### config.mk
export PLATFORM = sky130hd
export DESIGN_NAME = angle_complementary_filter
export DESIGN_NICKNAME = d
export VERILOG_FILES = /design/src/hw/rtl/acf_pkg.sv /design/src/hw/rtl/acf_regs.sv /design/src/hw/rtl/acf_ctrl.sv /design/src/hw/rtl/acf_datapath.sv /design/src/hw/rtl/angle_complementary_filter.sv
export VERILOG_INCLUDE_DIRS = /design/src /design/src/hw/rtl
export SDC_FILE = /design/constraint.sdc
export NUM_CORES = 1
export LEC_CHECK = 0
export ABC_AREA = 1
export BUFFER_PORTS_ARGS = -buffer_cell sky130_fd_sc_hd__buf_2
export CAP_MARGIN = 30
export CORE_ASPECT_RATIO = 0.8
export CORE_UTILIZATION = 55
export DETAILED_ROUTE_END_ITERATION = 7
export GPL_ROUTABILITY_DRIVEN = 1
export GPL_TIMING_DRIVEN = 0
export HOLD_SLACK_MARGIN = 0.08
export PLACE_DENSITY = 0.73
export SYNTH_ARGS = -nofsm -noshare
export SYNTH_HDL_FRONTEND = slang
export SYNTH_SLANG_ARGS = --single-unit
### constraint.sdc
create_clock -name clk -period 14.5 [get_ports clk]
set_input_delay 2.175 -clock clk [delete_from_list [all_inputs] [get_ports clk]]
set_output_delay 2.175 -clock clk [all_outputs]
set_load 0.02 [all_outputs]
### src/hw/rtl/angle_complementary_filter_assert.svh
// ----------------------------------------------------------------------------
// angle_complementary_filter_assert.svh
// assertion macros shared by the filter rtl, clocked on clk, held off in reset
// ----------------------------------------------------------------------------
`ifndef ANGLE_COMPLEMENTARY_FILTER_ASSERT_SVH
`define ANGLE_COMPLEMENTARY_FILTER_ASSERT_SVH

// same-cycle implication
`define ACF_ASSERT_IMP(lbl, ante, cons) \
  lbl: assert property (@(posedge clk) disable iff (!rst_n) (ante) |-> (cons)) \
    else $error("acf: same-cycle check failed");

// next-cycle implication
`define ACF_ASSERT_NXT(lbl, ante, cons) \
  lbl: assert property (@(posedge clk) disable iff (!rst_n) (ante) |=> (cons)) \
    else $error("acf: next-cycle check failed");

`endif

### src/hw/rtl/acf_pkg.sv
// ----------------------------------------------------------------------------
// acf_pkg
// types, constants and fixed-point helpers for the angle complementary filter
// ----------------------------------------------------------------------------
package acf_pkg;

  localparam int ANG_W  = 16;  // q3.12 angle / rate
  localparam int MEAS_W = 17;  // measurement after 2 pi shift
  localparam int PROD_W = 36;  // product or product sum with headroom
  localparam int WIDE_W = 22;  // rounded intermediate angles

  localparam logic signed [WIDE_W-1:0] Q_PI     = 22'sd12868;
  localparam logic signed [WIDE_W-1:0] Q_TWO_PI = 22'sd25736;
  localparam logic signed [WIDE_W-1:0] SAT_MAX  = 22'sd32767;
  localparam logic signed [WIDE_W-1:0] SAT_MIN  = -22'sd32768;
  localparam logic signed [PROD_W-1:0] RND_BIAS = 36'sd32768;

  // commands
  localparam logic [1:0] CMD_PREDICT = 2'd0;
  localparam logic [1:0] CMD_FUSE    = 2'd1;
  localparam logic [1:0] CMD_CLEAR   = 2'd2;

  // register indexes (paddr[3:2])
  localparam logic [1:0] REG_TIME_STEP  = 2'd0;
  localparam logic [1:0] REG_GYRO_WT    = 2'd1;
  localparam logic [1:0] REG_MEAS_WT    = 2'd2;
  localparam logic [1:0] REG_WRAP_EN    = 2'd3;

  localparam logic [15:0] RST_TIME_STEP = 16'd655;
  localparam logic [15:0] RST_GYRO_WT   = 16'd63570;
  localparam logic [15:0] RST_MEAS_WT   = 16'd1966;
  localparam logic        RST_WRAP_EN   = 1'b1;

  typedef struct packed {
    logic [15:0] time_step;
    logic [15:0] gyro_weight;
    logic [15:0] measure_weight;
    logic        wrap_enable;
  } acf_cfg_t;

  typedef enum logic [2:0] {
    ST_IDLE,
    ST_RATE,
    ST_PRED,
    ST_GYRO,
    ST_MEAS,
    ST_BLEND
  } acf_state_t;

  typedef enum logic [1:0] {
    MUL_RATE,
    MUL_GYRO,
    MUL_MEAS
  } acf_mul_sel_t;

  typedef enum logic {
    RES_PRED,
    RES_BLEND
  } acf_res_sel_t;

  typedef struct packed {
    logic         load_in;
    logic         mul_en;
    acf_mul_sel_t mul_sel;
    logic         acc_load;
    logic         pred_load;
    logic         res_load;
    acf_res_sel_t res_sel;
  } acf_cmd_t;

  typedef struct packed {
    logic             is_fuse;
    logic [ANG_W-1:0] estimate;
  } acf_status_t;

  // round half up from q.28 to q.12
  function automatic logic signed [WIDE_W-1:0] round_q12(
    input logic signed [PROD_W-1:0] p);
    logic signed [PROD_W-1:0] b;
    begin
      b = p + RND_BIAS;
      return {{(WIDE_W-(PROD_W-16)){b[PROD_W-1]}}, b[PROD_W-1:16]};
    end
  endfunction

  // one wrap step into [-pi, pi]
  function automatic logic signed [WIDE_W-1:0] wrap_once(
    input logic signed [WIDE_W-1:0] v, input logic en);
    logic signed [WIDE_W-1:0] r;
    begin
      r = v;
      if (en && (v < -Q_PI)) begin
        r = v + Q_TWO_PI;
      end else if (en && (v > Q_PI)) begin
        r = v - Q_TWO_PI;
      end
      return r;
    end
  endfunction

  function automatic logic signed [ANG_W-1:0] sat16(input logic signed [WIDE_W-1:0] v);
    logic signed [ANG_W-1:0] r;
    begin
      if (v > SAT_MAX) begin
        r = 16'sh7FFF;
      end else if (v < SAT_MIN) begin
        r = 16'sh8000;
      end else begin
        r = v[ANG_W-1:0];
      end
      return r;
    end
  endfunction

  // pull the measurement within pi of the prediction
  function automatic logic signed [MEAS_W-1:0] meas_adjust(
    input logic signed [ANG_W-1:0] meas, input logic signed [ANG_W-1:0] pred,
    input logic en);
    logic signed [WIDE_W-1:0] m;
    logic signed [WIDE_W-1:0] d;
    logic signed [WIDE_W-1:0] r;
    begin
      m = {{(WIDE_W-ANG_W){meas[ANG_W-1]}}, meas};
      d = m - {{(WIDE_W-ANG_W){pred[ANG_W-1]}}, pred};
      r = m;
      if (en && (d > Q_PI)) begin
        r = m - Q_TWO_PI;
      end else if (en && (d < -Q_PI)) begin
        r = m + Q_TWO_PI;
      end
      return r[MEAS_W-1:0];
    end
  endfunction

endpackage

### src/hw/rtl/acf_regs.sv
// ----------------------------------------------------------------------------
// acf_regs
// apb configuration registers of the angle complementary filter
// ----------------------------------------------------------------------------
module acf_regs (
  input  logic               clk,
  input  logic               rst_n,
  input  logic               cfg_psel,
  input  logic               cfg_penable,
  input  logic               cfg_pwrite,
  input  logic [3:0]         cfg_paddr,
  input  logic [31:0]        cfg_pwdata,
  output logic [31:0]        cfg_prdata,
  output logic               cfg_pready,
  output acf_pkg::acf_cfg_t  cfg
);

  acf_pkg::acf_cfg_t cfg_r;
  acf_pkg::acf_cfg_t cfg_nxt;
  logic              wr_en;

  assign cfg_pready = 1'b1;
  assign wr_en      = cfg_psel & cfg_penable & cfg_pwrite & cfg_pready;

  always_comb begin
    cfg_nxt = cfg_r;
    if (wr_en) begin
      case (cfg_paddr[3:2])
        acf_pkg::REG_TIME_STEP: cfg_nxt.time_step      = cfg_pwdata[15:0];
        acf_pkg::REG_GYRO_WT:   cfg_nxt.gyro_weight    = cfg_pwdata[15:0];
        acf_pkg::REG_MEAS_WT:   cfg_nxt.measure_weight = cfg_pwdata[15:0];
        acf_pkg::REG_WRAP_EN:   cfg_nxt.wrap_enable    = cfg_pwdata[0];
        default:                cfg_nxt = cfg_r;
      endcase
    end
  end

  always_ff @(posedge clk) begin
    if (!rst_n) begin
      cfg_r.time_step      <= acf_pkg::RST_TIME_STEP;
      cfg_r.gyro_weight    <= acf_pkg::RST_GYRO_WT;
      cfg_r.measure_weight <= acf_pkg::RST_MEAS_WT;
      cfg_r.wrap_enable    <= acf_pkg::RST_WRAP_EN;
    end else begin
      cfg_r <= cfg_nxt;
    end
  end

  always_comb begin
    case (cfg_paddr[3:2])
      acf_pkg::REG_TIME_STEP: cfg_prdata = {16'd0, cfg_r.time_step};
      acf_pkg::REG_GYRO_WT:   cfg_prdata = {16'd0, cfg_r.gyro_weight};
      acf_pkg::REG_MEAS_WT:   cfg_prdata = {16'd0, cfg_r.measure_weight};
      acf_pkg::REG_WRAP_EN:   cfg_prdata = {31'd0, cfg_r.wrap_enable};
      default:                cfg_prdata = 32'd0;
    endcase
  end

  assign cfg = cfg_r;

endmodule

### src/hw/rtl/acf_ctrl.sv
// ----------------------------------------------------------------------------
// acf_ctrl
// sequencer for the filter datapath and owner of the result valid flag
// ----------------------------------------------------------------------------
module acf_ctrl (
  input  logic                  clk,
  input  logic                  rst_n,
  input  logic                  in_tvalid,
  output logic                  in_tready,
  output logic                  out_tvalid,
  input  logic                  out_tready,
  input  acf_pkg::acf_status_t  status,
  output acf_pkg::acf_cmd_t     cmd
);

  acf_pkg::acf_state_t state_r;
  acf_pkg::acf_state_t state_nxt;
  logic                out_valid_r;
  logic                out_valid_nxt;
  logic                out_free;

  assign out_free = !out_valid_r || out_tready;

  // next state
  always_comb begin
    state_nxt = state_r;
    case (state_r)
      acf_pkg::ST_IDLE: begin
        if (in_tvalid) begin
          state_nxt = acf_pkg::ST_RATE;
        end
      end
      acf_pkg::ST_RATE: state_nxt = acf_pkg::ST_PRED;
      acf_pkg::ST_PRED: begin
        if (status.is_fuse) begin
          state_nxt = acf_pkg::ST_GYRO;
        end else if (out_free) begin
          state_nxt = acf_pkg::ST_IDLE;
        end
      end
      acf_pkg::ST_GYRO: state_nxt = acf_pkg::ST_MEAS;
      acf_pkg::ST_MEAS: state_nxt = acf_pkg::ST_BLEND;
      acf_pkg::ST_BLEND: begin
        if (out_free) begin
          state_nxt = acf_pkg::ST_IDLE;
        end
      end
      default: state_nxt = acf_pkg::ST_IDLE;
    endcase
  end

  // outputs
  always_comb begin
    cmd       = '0;
    in_tready = 1'b0;
    case (state_r)
      acf_pkg::ST_IDLE: begin
        in_tready   = 1'b1;
        cmd.load_in = in_tvalid;
      end
      acf_pkg::ST_RATE: begin
        cmd.mul_en  = 1'b1;
        cmd.mul_sel = acf_pkg::MUL_RATE;
      end
      acf_pkg::ST_PRED: begin
        cmd.pred_load = 1'b1;
        cmd.res_load  = !status.is_fuse && out_free;
        cmd.res_sel   = acf_pkg::RES_PRED;
      end
      acf_pkg::ST_GYRO: begin
        cmd.mul_en  = 1'b1;
        cmd.mul_sel = acf_pkg::MUL_GYRO;
      end
      acf_pkg::ST_MEAS: begin
        cmd.mul_en   = 1'b1;
        cmd.mul_sel  = acf_pkg::MUL_MEAS;
        cmd.acc_load = 1'b1;
      end
      acf_pkg::ST_BLEND: begin
        cmd.res_load = out_free;
        cmd.res_sel  = acf_pkg::RES_BLEND;
      end
      default: cmd = '0;
    endcase
  end

  always_comb begin
    out_valid_nxt = out_valid_r;
    if (cmd.res_load) begin
      out_valid_nxt = 1'b1;
    end else if (out_tready) begin
      out_valid_nxt = 1'b0;
    end
  end

  always_ff @(posedge clk) begin
    if (!rst_n) begin
      state_r     <= acf_pkg::ST_IDLE;
      out_valid_r <= 1'b0;
    end else begin
      state_r     <= state_nxt;
      out_valid_r <= out_valid_nxt;
    end
  end

  assign out_tvalid = out_valid_r;

endmodule

### src/hw/rtl/acf_datapath.sv
// ----------------------------------------------------------------------------
// acf_datapath
// shared multiplier, prediction, blend and estimate / result registers
// ----------------------------------------------------------------------------
module acf_datapath (
  input  logic                  clk,
  input  logic                  rst_n,
  input  acf_pkg::acf_cfg_t     cfg,
  input  acf_pkg::acf_cmd_t     cmd,
  input  logic [1:0]            in_command,
  input  logic [15:0]           in_measured_angle,
  input  logic [15:0]           in_angle_rate,
  output logic [15:0]           out_estimate,
  output acf_pkg::acf_status_t  status
);

  logic [1:0]                                cmd_r;
  logic signed [acf_pkg::ANG_W-1:0]          meas_r;
  logic signed [acf_pkg::ANG_W-1:0]          rate_r;
  logic signed [acf_pkg::ANG_W-1:0]          est_r;
  logic signed [acf_pkg::ANG_W-1:0]          est_nxt;
  logic signed [acf_pkg::ANG_W-1:0]          pred_r;
  logic signed [acf_pkg::ANG_W-1:0]          pred_nxt;
  logic [acf_pkg::ANG_W-1:0]                 res_r;
  logic signed [33:0]                        prod_r;
  logic signed [33:0]                        prod_nxt;
  logic signed [33:0]                        acc_r;
  logic signed [acf_pkg::MEAS_W-1:0]         mul_a;
  logic signed [16:0]                        mul_b;
  logic signed [acf_pkg::MEAS_W-1:0]         meas_adj;
  logic signed [acf_pkg::WIDE_W-1:0]         step;
  logic signed [acf_pkg::WIDE_W-1:0]         pred_sum;
  logic signed [acf_pkg::PROD_W-1:0]         blend_sum;
  logic signed [acf_pkg::WIDE_W-1:0]         blend_rnd;
  logic signed [acf_pkg::ANG_W-1:0]          blend_val;

  // prediction from the rate product
  assign step     = acf_pkg::round_q12({{2{prod_r[33]}}, prod_r});
  assign pred_sum = {{(acf_pkg::WIDE_W-acf_pkg::ANG_W){est_r[acf_pkg::ANG_W-1]}}, est_r} + step;
  assign pred_nxt = acf_pkg::sat16(acf_pkg::wrap_once(pred_sum, cfg.wrap_enable));

  assign meas_adj = acf_pkg::meas_adjust(meas_r, pred_r, cfg.wrap_enable);

  // operand select for the shared multiplier
  always_comb begin
    case (cmd.mul_sel)
      acf_pkg::MUL_RATE: begin
        mul_a = {rate_r[acf_pkg::ANG_W-1], rate_r};
        mul_b = {1'b0, cfg.time_step};
      end
      acf_pkg::MUL_GYRO: begin
        mul_a = {pred_r[acf_pkg::ANG_W-1], pred_r};
        mul_b = {1'b0, cfg.gyro_weight};
      end
      acf_pkg::MUL_MEAS: begin
        mul_a = meas_adj;
        mul_b = {1'b0, cfg.measure_weight};
      end
      default: begin
        mul_a = '0;
        mul_b = '0;
      end
    endcase
  end

  assign prod_nxt = mul_a * mul_b;

  // blend of the two weighted terms
  assign blend_sum = {{2{acc_r[33]}}, acc_r} + {{2{prod_r[33]}}, prod_r};
  assign blend_rnd = acf_pkg::round_q12(blend_sum);
  assign blend_val = acf_pkg::sat16(acf_pkg::wrap_once(blend_rnd, cfg.wrap_enable));

  always_comb begin
    case (cmd.res_sel)
      acf_pkg::RES_PRED:  est_nxt = (cmd_r == acf_pkg::CMD_CLEAR) ? '0 : pred_nxt;
      acf_pkg::RES_BLEND: est_nxt = blend_val;
      default:            est_nxt = pred_nxt;
    endcase
  end

  always_ff @(posedge clk) begin
    if (!rst_n) begin
      est_r <= '0;
    end else if (cmd.res_load) begin
      est_r <= est_nxt;
    end
  end

  always_ff @(posedge clk) begin
    if (cmd.load_in) begin
      cmd_r  <= in_command;
      meas_r <= in_measured_angle;
      rate_r <= in_angle_rate;
    end
    if (cmd.mul_en) begin
      prod_r <= prod_nxt;
    end
    if (cmd.acc_load) begin
      acc_r <= prod_r;
    end
    if (cmd.pred_load) begin
      pred_r <= pred_nxt;
    end
    if (cmd.res_load) begin
      res_r <= est_nxt;
    end
  end

  assign out_estimate    = res_r;
  assign status.is_fuse  = (cmd_r == acf_pkg::CMD_FUSE);
  assign status.estimate = est_r;

endmodule

### src/hw/rtl/angle_complementary_filter.sv
// predict and clear load their result in the predict state, fuse in the blend state
// one request at a time: a new item is accepted only when the sequencer is back in idle
// the single shared 17x17 multiplier is used once for predict and three times for fuse
// a pending result blocks completion of the next item only, not its acceptance
// reset (rst_n low, synchronous): estimate zero, registers to defaults, no result pending
// ----------------------------------------------------------------------------
// angle_complementary_filter
// gyro / measurement complementary filter on q3.12 radians with optional
// wrapping into minus pi to pi and apb configuration
// ----------------------------------------------------------------------------
module angle_complementary_filter (
  input  logic        clk,
  input  logic        rst_n,
  // input request stream
  input  logic        in_tvalid,
  output logic        in_tready,
  input  logic [31:0] in_tdata,   // [15:0] measured_angle, [31:16] angle_rate
  input  logic [1:0]  in_tuser,   // [1:0] command
  // result stream
  output logic        out_tvalid,
  input  logic        out_tready,
  output logic [15:0] out_tdata,  // [15:0] estimate
  // configuration
  input  logic        cfg_psel,
  input  logic        cfg_penable,
  input  logic        cfg_pwrite,
  input  logic [3:0]  cfg_paddr,
  input  logic [31:0] cfg_pwdata,
  output logic [31:0] cfg_prdata,
  output logic        cfg_pready
);

  `include "angle_complementary_filter_assert.svh"

  acf_pkg::acf_cfg_t    cfg;      // live register values
  acf_pkg::acf_cmd_t    dp_cmd;   // sequencer to datapath
  acf_pkg::acf_status_t dp_stat;  // datapath to sequencer

  // registers: time_step, gyro_weight, measure_weight, wrap_enable at 0, 4, 8, c
  acf_regs u_regs (
    .clk         (clk),
    .rst_n       (rst_n),
    .cfg_psel    (cfg_psel),
    .cfg_penable (cfg_penable),
    .cfg_pwrite  (cfg_pwrite),
    .cfg_paddr   (cfg_paddr),
    .cfg_pwdata  (cfg_pwdata),
    .cfg_prdata  (cfg_prdata),
    .cfg_pready  (cfg_pready),
    .cfg         (cfg)
  );

  // sequencer: idle, rate multiply, predict, then for fuse gyro and measurement
  // multiplies and the blend; result lands in the output register
  acf_ctrl u_ctrl (
    .clk        (clk),
    .rst_n      (rst_n),
    .in_tvalid  (in_tvalid),
    .in_tready  (in_tready),
    .out_tvalid (out_tvalid),
    .out_tready (out_tready),
    .status     (dp_stat),
    .cmd        (dp_cmd)
  );

  // datapath: shared multiplier, rounding, wrap and saturation, estimate state
  acf_datapath u_dp (
    .clk               (clk),
    .rst_n             (rst_n),
    .cfg               (cfg),
    .cmd               (dp_cmd),
    .in_command        (in_tuser),
    .in_measured_angle (in_tdata[15:0]),
    .in_angle_rate     (in_tdata[31:16]),
    .out_estimate      (out_tdata),
    .status            (dp_stat)
  );

  // one request in flight: acceptance takes the block busy
  `ACF_ASSERT_NXT(a_one_in_flight, in_tvalid && in_tready, !in_tready)
  // a result is only written into a free output slot
  `ACF_ASSERT_IMP(a_no_overwrite, dp_cmd.res_load, !out_tvalid || out_tready)
  // after each result load, the presented result matches the stored estimate
  `ACF_ASSERT_NXT(a_result_is_state, dp_cmd.res_load, out_tdata == dp_stat.estimate)

endmodule
### Word level (Yosys, flattened, before mapping)

Index checks and enable logic that the tools add are counted.

* register bits after elaboration: 203
* output and inout port bits: 51
* logic and storage cells: 97

* add/subtract/negate cells: 11
* multiply operators: 1
* order comparisons: 10
* eq/ne operators: 13
* muxes and demuxes: 27
* bitwise logic cells: 3
* reduce and logical (&&, ||, !) cells: 18

Operator list (count)
* case mux 32 bit (4 select lines): 1
* two-way mux 22 bit: 4
* two-way mux 16 bit: 5
* case mux 17 bit (3 select lines): 1
* case mux 16 bit (3 select lines): 1
* > comparator 22 x 15 -> 1 bit (second input constant): 2
* > comparator 22 x 16 -> 1 bit (second input constant): 2
* < comparator 22 x 15 -> 1 bit (second input constant): 2
* < comparator 22 x 16 -> 1 bit (second input constant): 2
* adder 35 x 17 -> 36 bit (second input constant): 1
* adder 34 x 17 -> 35 bit (second input constant): 1
* adder 34 x 34 -> 35 bit: 1
* multiplier 17 x 17 -> 34 bit: 1
* two-way mux 17 bit: 2
* case mux 16 bit (2 select lines): 1
* adder 22 x 16 -> 22 bit (second input constant): 1
* subtractor 22 x 16 -> 22 bit (second input constant): 1
* adder 20 x 16 -> 21 bit (second input constant): 1
* subtractor 20 x 16 -> 21 bit (second input constant): 1
* adder 16 x 19 -> 20 bit: 1
* > comparator 20 x 15 -> 1 bit (second input constant): 1
* < comparator 20 x 15 -> 1 bit (second input constant): 1
* case mux 3 bit (6 select lines): 1
* adder 16 x 16 -> 17 bit (second input constant): 1
* other kinds (21): 47

### Depth between registers and ports, before layout

Gate-level depths: netlist of run 1.

* word-level depth: 11
* mapped depth: 50

### By module

Synthesis of run 1 repeated with hierarchy kept, for this count alone.

* cell total of the unflattened synthesis: 3652
* area total of the unflattened synthesis: 26539.2 µm²

Modules (own cells, without submodules)
* acf_datapath: instances 1, cells an instance 3250, area each 23889.2 µm², sequential area each 4344.2 µm²
* acf_regs: instances 1, cells an instance 358, area each 2382.3 µm², sequential area each 980.9 µm²
* acf_ctrl: instances 1, cells an instance 44, area each 267.8 µm², sequential area each 80.1 µm²

### Least setup slack after synthesis of run 1

OpenSTA, ideal clock, no wires.

* path kind: register to register
* from: register u_dp.pred_r[0] (netlist name)
* to: register u_dp.prod_r[33], data pin
* library setup time: 262 ps
* arrival time: 8470 ps
* setup slack: 5767 ps
* cell stages (with the launch flop): 41
* period minus slack after synthesis: 8733 ps
* cell sequence: edfxtp_1 ha_1 fa_1 inv_1 a21oi_1 o21ai_1 inv_1 o21ai_1 a21boi_0 o21ai_1 a31oi_1 o2111ai_1 o21a_1 nand3_1 clkbuf_1 nand2_1 nand3_2 nand2_1 [... 5 more ...] fa_1 inv_1 fa_1 fa_1 inv_1 ha_1 nand2_1 o21ai_0 a21oi_1 o21bai_1 a31oi_1 o21ai_0 a21boi_0 o21ai_0 a21boi_0 o21ai_0 a21oi_1 xor2_1

* cells in the longest elaborated chain, start to end: 7
* elaborated cells between the ends (all ways): 9
* those cells by class: add/sub: 1; mul: 1; order compare: 2; mux: 3; reduce/logical: 2

Ends and longest elaborated chain
* start, declared: line acf_datapath.sv:22 `logic signed [acf_pkg::ANG_W-1:0] pred_r;`
* start signal, assigned: line acf_datapath.sv:102 `pred_r <= pred_nxt;`
* subtractor 16 x 16 -> 17 bit: line acf_pkg.sv:124 `d = m - {{(WIDE_W-ANG_W){pred[ANG_W-1]}}, pred};`
* < comparator 22 x 15 -> 1 bit: line acf_pkg.sv:128 `end else if (en && (d < -Q_PI)) begin`
* logical AND 1 bit: line acf_pkg.sv:128
* two-way mux 17 bit: line acf_pkg.sv:128
* two-way mux 17 bit: line acf_pkg.sv:126 `if (en && (d > Q_PI)) begin`
* case mux 17 bit (3 select lines) *: line acf_datapath.sv:46 `case (cmd.mul_sel)`
* multiplier 17 x 17 -> 34 bit *: line acf_datapath.sv:66 `assign prod_nxt = mul_a * mul_b;`
* net u_dp.prod_nxt[33]: line acf_datapath.sv:26 `logic signed [33:0] prod_nxt;`
* end signal, assigned: line acf_datapath.sv:96 `prod_r <= prod_nxt;`
* end, declared: line acf_datapath.sv:25 `logic signed [33:0] prod_r;`

The timed path passes the listed nets; every way through them passes the cells marked *.
A chain may end at the register's enable or synchronous reset.

### Worst setup path in the final report of run 1

Ends and elaborated chain as after synthesis.

==> results of run 1 <==
-- cell families after synthesis --
family,synth area share (%)
XOR/XNOR,4.32
adder cells (fa/ha/maj),30.2
other,0.0282
buffers and inverters,13.0
AND/OR/NAND/NOR,22.1
flip-flops,20.3
AO/OA/AOI/OAI,10.1
-- cells in the final DEF (no fill, tap or decap), types with 26 or more instances in the layout --
cell type	Yosys	final
nor2_1	224	224
o21ai_0	116	116
edfxtp_1	134	134
buf_4	19	26
nand2_2	40	40
xor2_1	91	91
nor3_1	28	26
a21oi_1	253	253
dfxtp_1	69	69
ha_1	195	195
buf_2	9	100
fa_1	281	281
nand3_1	148	148
clkbuf_1	46	51
inv_1	780	780
nand2_1	899	899
-- layout make-up --
| class | instances | area [um^2] |
|---|---|---|
| Buffer | 81 | 432 |
| Clock buffer | 30 | 624 |
| Clock inverter | 11 | 136 |
| Fill cell | 4448 | 18600 |
| Inverter | 807 | 3030 |
| Multi-Input combinational cell | 2509 | 17900 |
| Sequential cell | 203 | 5410 |
| Tap cell | 620 | 776 |
| Timing Repair Buffer | 103 | 573 |
-- path summary, 6_finish.rpt --
path	startpoint	to	slack, ns	cells past startpoint
setup / recovery	u_dp.pred_r[0]$_DFFE_PP_	u_dp.prod_r[33]$_DFFE_PP_	3.91	40
hold / removal	u_dp.prod_r[10]$_DFFE_PP_	u_dp.acc_r[10]$_DFFE_PN_	0.47	0
setup reg to reg	u_dp.pred_r[0]$_DFFE_PP_	u_dp.prod_r[33]$_DFFE_PP_	3.91	40
hold reg to reg	u_dp.prod_r[10]$_DFFE_PP_	u_dp.acc_r[10]$_DFFE_PN_	0.47	0
-- routing by layer --
layer / vias to the layer above / global-route usage [%] / wire, um
li1: 11400 / - / -
met4: 0 / 8.33 / 2220
met3: 146 / 4.94 / 6980
met1: 11000 / 46.5 / 34300
met2: 1027 / 46.2 / 31300
met5: - / 0 / 0
-- worst register-to-register path: cells and delay by family (launching register included) --
kind	cells	cell delay, ns
fa+ha+maj	9	3.81
compound gates	18	3.89
xor+xnor	1	0.16
flops	1	0.47
simple gates	6	1.38
buf+inv	6	0.61
-- flip-flops by register name, summed over array words and instances (netlist names) --
| register | flops |
|---|---|
| u_dp.est_r | 16 |
| u_dp.rate_r | 16 |
| u_dp.out_estimate | 16 |
| u_dp.cmd_r | 2 |
| u_dp.acc_r | 34 |
| u_ctrl.out_tvalid | 1 |
| u_dp.pred_r | 16 |
| u_ctrl.state_r | 3 |
| u_regs.cfg | 49 |
| u_dp.meas_r | 16 |
| u_dp.prod_r | 34 |
-- stage by stage --
stage          setup slack, ns  hold slack [ns]  std cells  utilization (%)  instance area, um^2
2_1_floorplan             5.77            0.431       3600                -                26700
5_1_grt                   3.19            0.493       4364             60.8                28800
3_5_place_dp              4.05            0.454       4320             59.1                28100
6_report                  3.91            0.469       4364             60.8                28800
3_3_place_gp              3.99            0.448       4310             58.9                27900
4_1_cts                   4.00            0.469       4361             60.8                28800
==> impl_metrics.py, run 1 <==
metrics = {
    "run_status": {
        "status": "complete, no violations",
    },
    "place": {
        "dp_hpwl_mm": 61.8,
        "port_buffers": 90,
        "gp_congestion": 0.961,
    },
    "setup_path": {
        "worstPathArrival_ns": 10.88,
        "critPathMaxStageDelay_ns": 0.54,
        "start_kind": "flip-flop",
        "end_kind": "flip-flop",
        "cpMostUsedCell": "fa_1",
        "cpMaxStageDelayCell": "fa_1",
        "cpLargestDelayFamily": "compound AO/OA/AOI/OAI gates",
        "worst-path-buf-inv": 6,
        "required_ns": 14.78,
        "worstPathMaxFanout": 10,
        "critPathKind": "flip-flop to flip-flop",
    },
    "sta": {
        "fmax_mhz": 94.4,
        "period_needed_ns": 10.59,
        "slew_headroom_pct": 31.7,
        "slew_violations": 0,
        "finClkSkew_ns": 0.0131,
        "worstMarginPinSlew_ns": 1.03,
        "tns_ns": 0,
        "grt_setup_unrepaired": "false",
        "hold_viol": 0,
        "period_share_pct": 73.1,
        "setup_viol": 0,
    },
    "clocking": {
        "tritoncts": "built",
        "holdBufCountCts": 0,
        "clockBufferDepth": 3,
        "cts_root_buf": "clkbuf_16",
        "cts.repair.resized": 0,
        "numCtsBuffers": 23,
        "post_cts_buffers": 0,
        "clkLatencyLatePin_ns": 0.54,
        "cts.reportedPaths.clkPinSlew_ns": 0.06,
        "htreeDepth": 1,
        "cts_sinks": 203,
    },
    "floorplanning": {
        "core_um2": 47400,
        "die_width_um": 248,
        "rows": 71,
        "io_pins": 128,
        "start_util_pct": 56.2,
        "fp.dieH_um": 199,
        "dieArea_um2": 49400,
    },
    "synthesis": {
        "seq_area_frac_synth_pct": 20.3,
        "yosysMostFrequentCell": "nand2_1",
        "synth_edf_count": 134,
        "ys_seq_elements": 203,
        "synth_cell_types": 56,
        "yosys_warnings": 0,
        "synthArstFlopShare_pct": 0,
        "synthTopCellsByArea": "fa_1, edfxtp_1, nand2_1, inv_1, ha_1",
        "synth_area_um2": 26700,
        "synth_top_area_share_pct": 21.1,
        "syn_area_per_cell_um2": 7.44,
        "synth_common_cells": "nand2_1, inv_1, fa_1",
        "synth_cells": 3585,
        "ys.flop_type": "edfxtp_1",
        "synth_top_area_cell": "fa_1",
    },
    "global_route": {
        "grt_usage_pct": 31.0,
        "grt_pass1_vias": 22300,
        "grt_start_max_net_pins": 35,
        "grt-ovfl-total": 0,
        "grt_pass1_wl_mm": 119,
        "antenna_found_initial": 0,
    },
    "route": {
        "route.vias.total": 23500,
        "detail_route.iter0.violations": 2014,
        "ant_nets": 0,
        "wirelength_mm": 74.8,
        "wl_per_cell_um": 17.1,
        "via_per_inst": 5.39,
        "drtPass1Iterations": 6,
        "drc": 0,
    },
    "cells_and_area": {
        "final_nets": 4281,
        "layout-drive-gt1-share_pct": 7.35,
        "area_growth_pct": 8.16,
        "num_antenna_cells": 0,
    },
    "worst_hold_path": {
        "hp-class": "flip-flop to flip-flop",
    },
    "job": {
        "drv_cap": 0,
    },
}
Power of run 1 is left out: the tool's default activity adds up to more than one toggle a clock period on the data nets, which glitch-free logic cannot reach.
==> run 2, diff against run 1 <==
--- a/config.mk
+++ b/config.mk
@@ -15,7 +15,7 @@
 export GPL_ROUTABILITY_DRIVEN = 1
 export GPL_TIMING_DRIVEN = 0
 export HOLD_SLACK_MARGIN = 0.08
-export PLACE_DENSITY = 0.73
+export PLACE_DENSITY = 0.75
 export SYNTH_ARGS = -nofsm -noshare
 export SYNTH_HDL_FRONTEND = slang
 export SYNTH_SLANG_ARGS = --single-unit
==> constraint.sdc (replaced) <==
create_clock -name clk -period 9.1 [get_ports clk]
set_input_delay 1.365 -clock clk [delete_from_list [all_inputs] [get_ports clk]]
set_output_delay 1.365 -clock clk [all_outputs]
set_load 0.02 [all_outputs]
==> impl_metrics.py, run 2 (same netlist as run 1, synthesis figures left out) <==
metrics = {
    "setup_path": {
        "required_ns": 9.37,
        "r2r_cells": 44,
        "crit_start": "u_dp.pred_r[0]$_DFFE_PP_",
        "rr_endpoint": "u_dp.prod_r[32]$_DFFE_PP_",
        "r2r-start": "u_dp.pred_r[0]$_DFFE_PP_",
        "worstPathArrival_ns": 9.20,
        "r2r_slack_ns": 0.17,
        "crit_path_end": "u_dp.prod_r[32]$_DFFE_PP_",
        "start_kind": "flip-flop",
        "worstPathMaxFanout": 10,
        "critPathKind": "flip-flop to flip-flop",
        "cpMaxStageDelayCell": "fa_1",
        "end_kind": "flip-flop",
        "critPathMaxStageDelay_ns": 0.60,
        "cpMostUsedCell": "o21ai_2",
    },
    "cells_and_area": {
        "largest_reg_flops": 49,
        "num-fill-cells": 4195,
        "final_cell_mix": "nand2_1, inv_1, fa_1",
        "num_antenna_cells": 0,
        "layout-drive-gt1-share_pct": 11.7,
        "area_growth_pct": 12.6,
        "final_nets": 4337,
        "fin_util_pct": 63.3,
        "final_common_cell": "nand2_1",
    },
    "worst_hold_path": {
        "hold_depth": 0,
        "hp-class": "flip-flop to flip-flop",
    },
    "clocking": {
        "htreeDepth": 1,
        "clkLatencyLatePin_ns": 0.53,
        "clockBufferDepth": 3,
        "cts.reportedPaths.clkPinSlew_ns": 0.06,
        "tritoncts": "built",
        "holdBufCountCts": 0,
        "cts_root_buf": "clkbuf_16",
        "numCtsBuffers": 22,
        "cts_sinks": 203,
    },
    "global_route": {
        "grt_usage_pct": 31.1,
        "grt-ovfl-total": 0,
        "antenna_found_initial": 1,
        "grt_pass1_wl_mm": 120,
        "grt_pass1_vias": 22700,
        "grt_start_max_net_pins": 35,
    },
    "sta": {
        "period_share_pct": 98.2,
        "finClkSkew_ns": 0.0127,
        "tns_ns": 0,
        "setup_viol": 0,
        "slew_violations": 0,
        "grt_setup_unrepaired": "true",
        "period_needed_ns": 8.93,
        "slew_headroom_pct": 23.6,
        "fmax_mhz": 112,
        "worstMarginPinSlew_ns": 1.15,
        "hold_viol": 0,
    },
    "job": {
        "drv_cap": 0,
    },
    "route": {
        "detail_route.iter0.violations": 2139,
        "wl_per_cell_um": 17.4,
        "route.vias.total": 24100,
        "wirelength_mm": 76.7,
        "via_per_inst": 5.45,
        "drc": 0,
        "drtPass1Iterations": 8,
        "ant_nets": 0,
    },
    "floorplanning": {
        "rows": 71,
        "die_width_um": 248,
        "start_util_pct": 56.2,
        "dieArea_um2": 49400,
        "core_um2": 47400,
        "io_pins": 128,
        "fp.dieH_um": 199,
    },
    "place": {
        "dp_hpwl_mm": 61.0,
        "gp_congestion": 0.984,
        "port_buffers": 90,
    },
    "run_status": {
        "status": "complete, no violations",
    },
}
-- run 2: metrics by stage --
step | worst slack (ns) | hold WS, ns | instances | area (um^2)
after floorplan | 0.367 | 0.431 | 3600 | 26700
after global placement | -1.47 | 0.453 | 4310 | 27900
after detailed placement | -1.55 | 0.453 | 4319 | 28000
after CTS | -0.0548 | 0.468 | 4375 | 29100
after global routing | -0.196 | 0.483 | 4420 | 30000
final | 0.168 | 0.476 | 4420 | 30000
-- run 2: cell type report --
cell class	count	area, um^2	share of cell area, %
Multi-Input combinational cell	2510	18600	61.8
Sequential cell	203	5410	18.0
Timing Repair Buffer	159	1050	3.51
Tap cell	620	776	2.58
Inverter	807	3050	10.1
Clock inverter	12	120	0.400
Buffer	81	452	1.50
Clock buffer	28	604	2.01
-- run 2: how the worst min path moves through the flow --
| stage | start | end | slack, ns |
|---|---|---|---|
| floorplan | u_dp.prod_r[10]$_DFFE_PP_ | u_dp.acc_r[10]$_DFFE_PN_ | 0.43 |
| global placement | u_dp.prod_r[10]$_DFFE_PP_ | u_dp.acc_r[10]$_DFFE_PN_ | 0.45 |
| detailed placement | u_dp.prod_r[1]$_DFFE_PP_ | u_dp.acc_r[1]$_DFFE_PN_ | 0.45 |
| CTS | u_dp.prod_r[1]$_DFFE_PP_ | u_dp.acc_r[1]$_DFFE_PN_ | 0.47 |
| global route | u_dp.prod_r[1]$_DFFE_PP_ | u_dp.acc_r[1]$_DFFE_PN_ | 0.48 |
| finish | u_dp.prod_r[14]$_DFFE_PP_ | u_dp.acc_r[14]$_DFFE_PN_ | 0.48 |
-- run 2: routing by layer --
layer / vias up / part of all wire, % / track usage, %
met3: 195 / 11 / 7.20
met4: 0 / 3.4 / 8.88
met5: - / 0 / 0
li1: 11500 / - / -
met2: 1174 / 42 / 45.6
met1: 11200 / 44 / 45.7
-- run 2: what timing repair did --
action / CTS / global route
gates cloned: 0 / 2
pin swaps: 11 / 69
buffers inserted: 16 / 43
endpoints found under the setup margin: 15 / 15
resized for setup: 54 / 139
-- run 2: critical path, delay by kind of cell (launching register included) --
kind | cells | cell delay (ns)
and+or+nand+nor | 8 | 0.86
DFF | 1 | 0.50
AOI/OAI and AO/OA | 17 | 2.65
xor gates and xnor gates | 1 | 0.09
buffers and inverters | 9 | 0.97
adders and majority gates | 9 | 3.60
Power of run 2 is left out for the same reason.
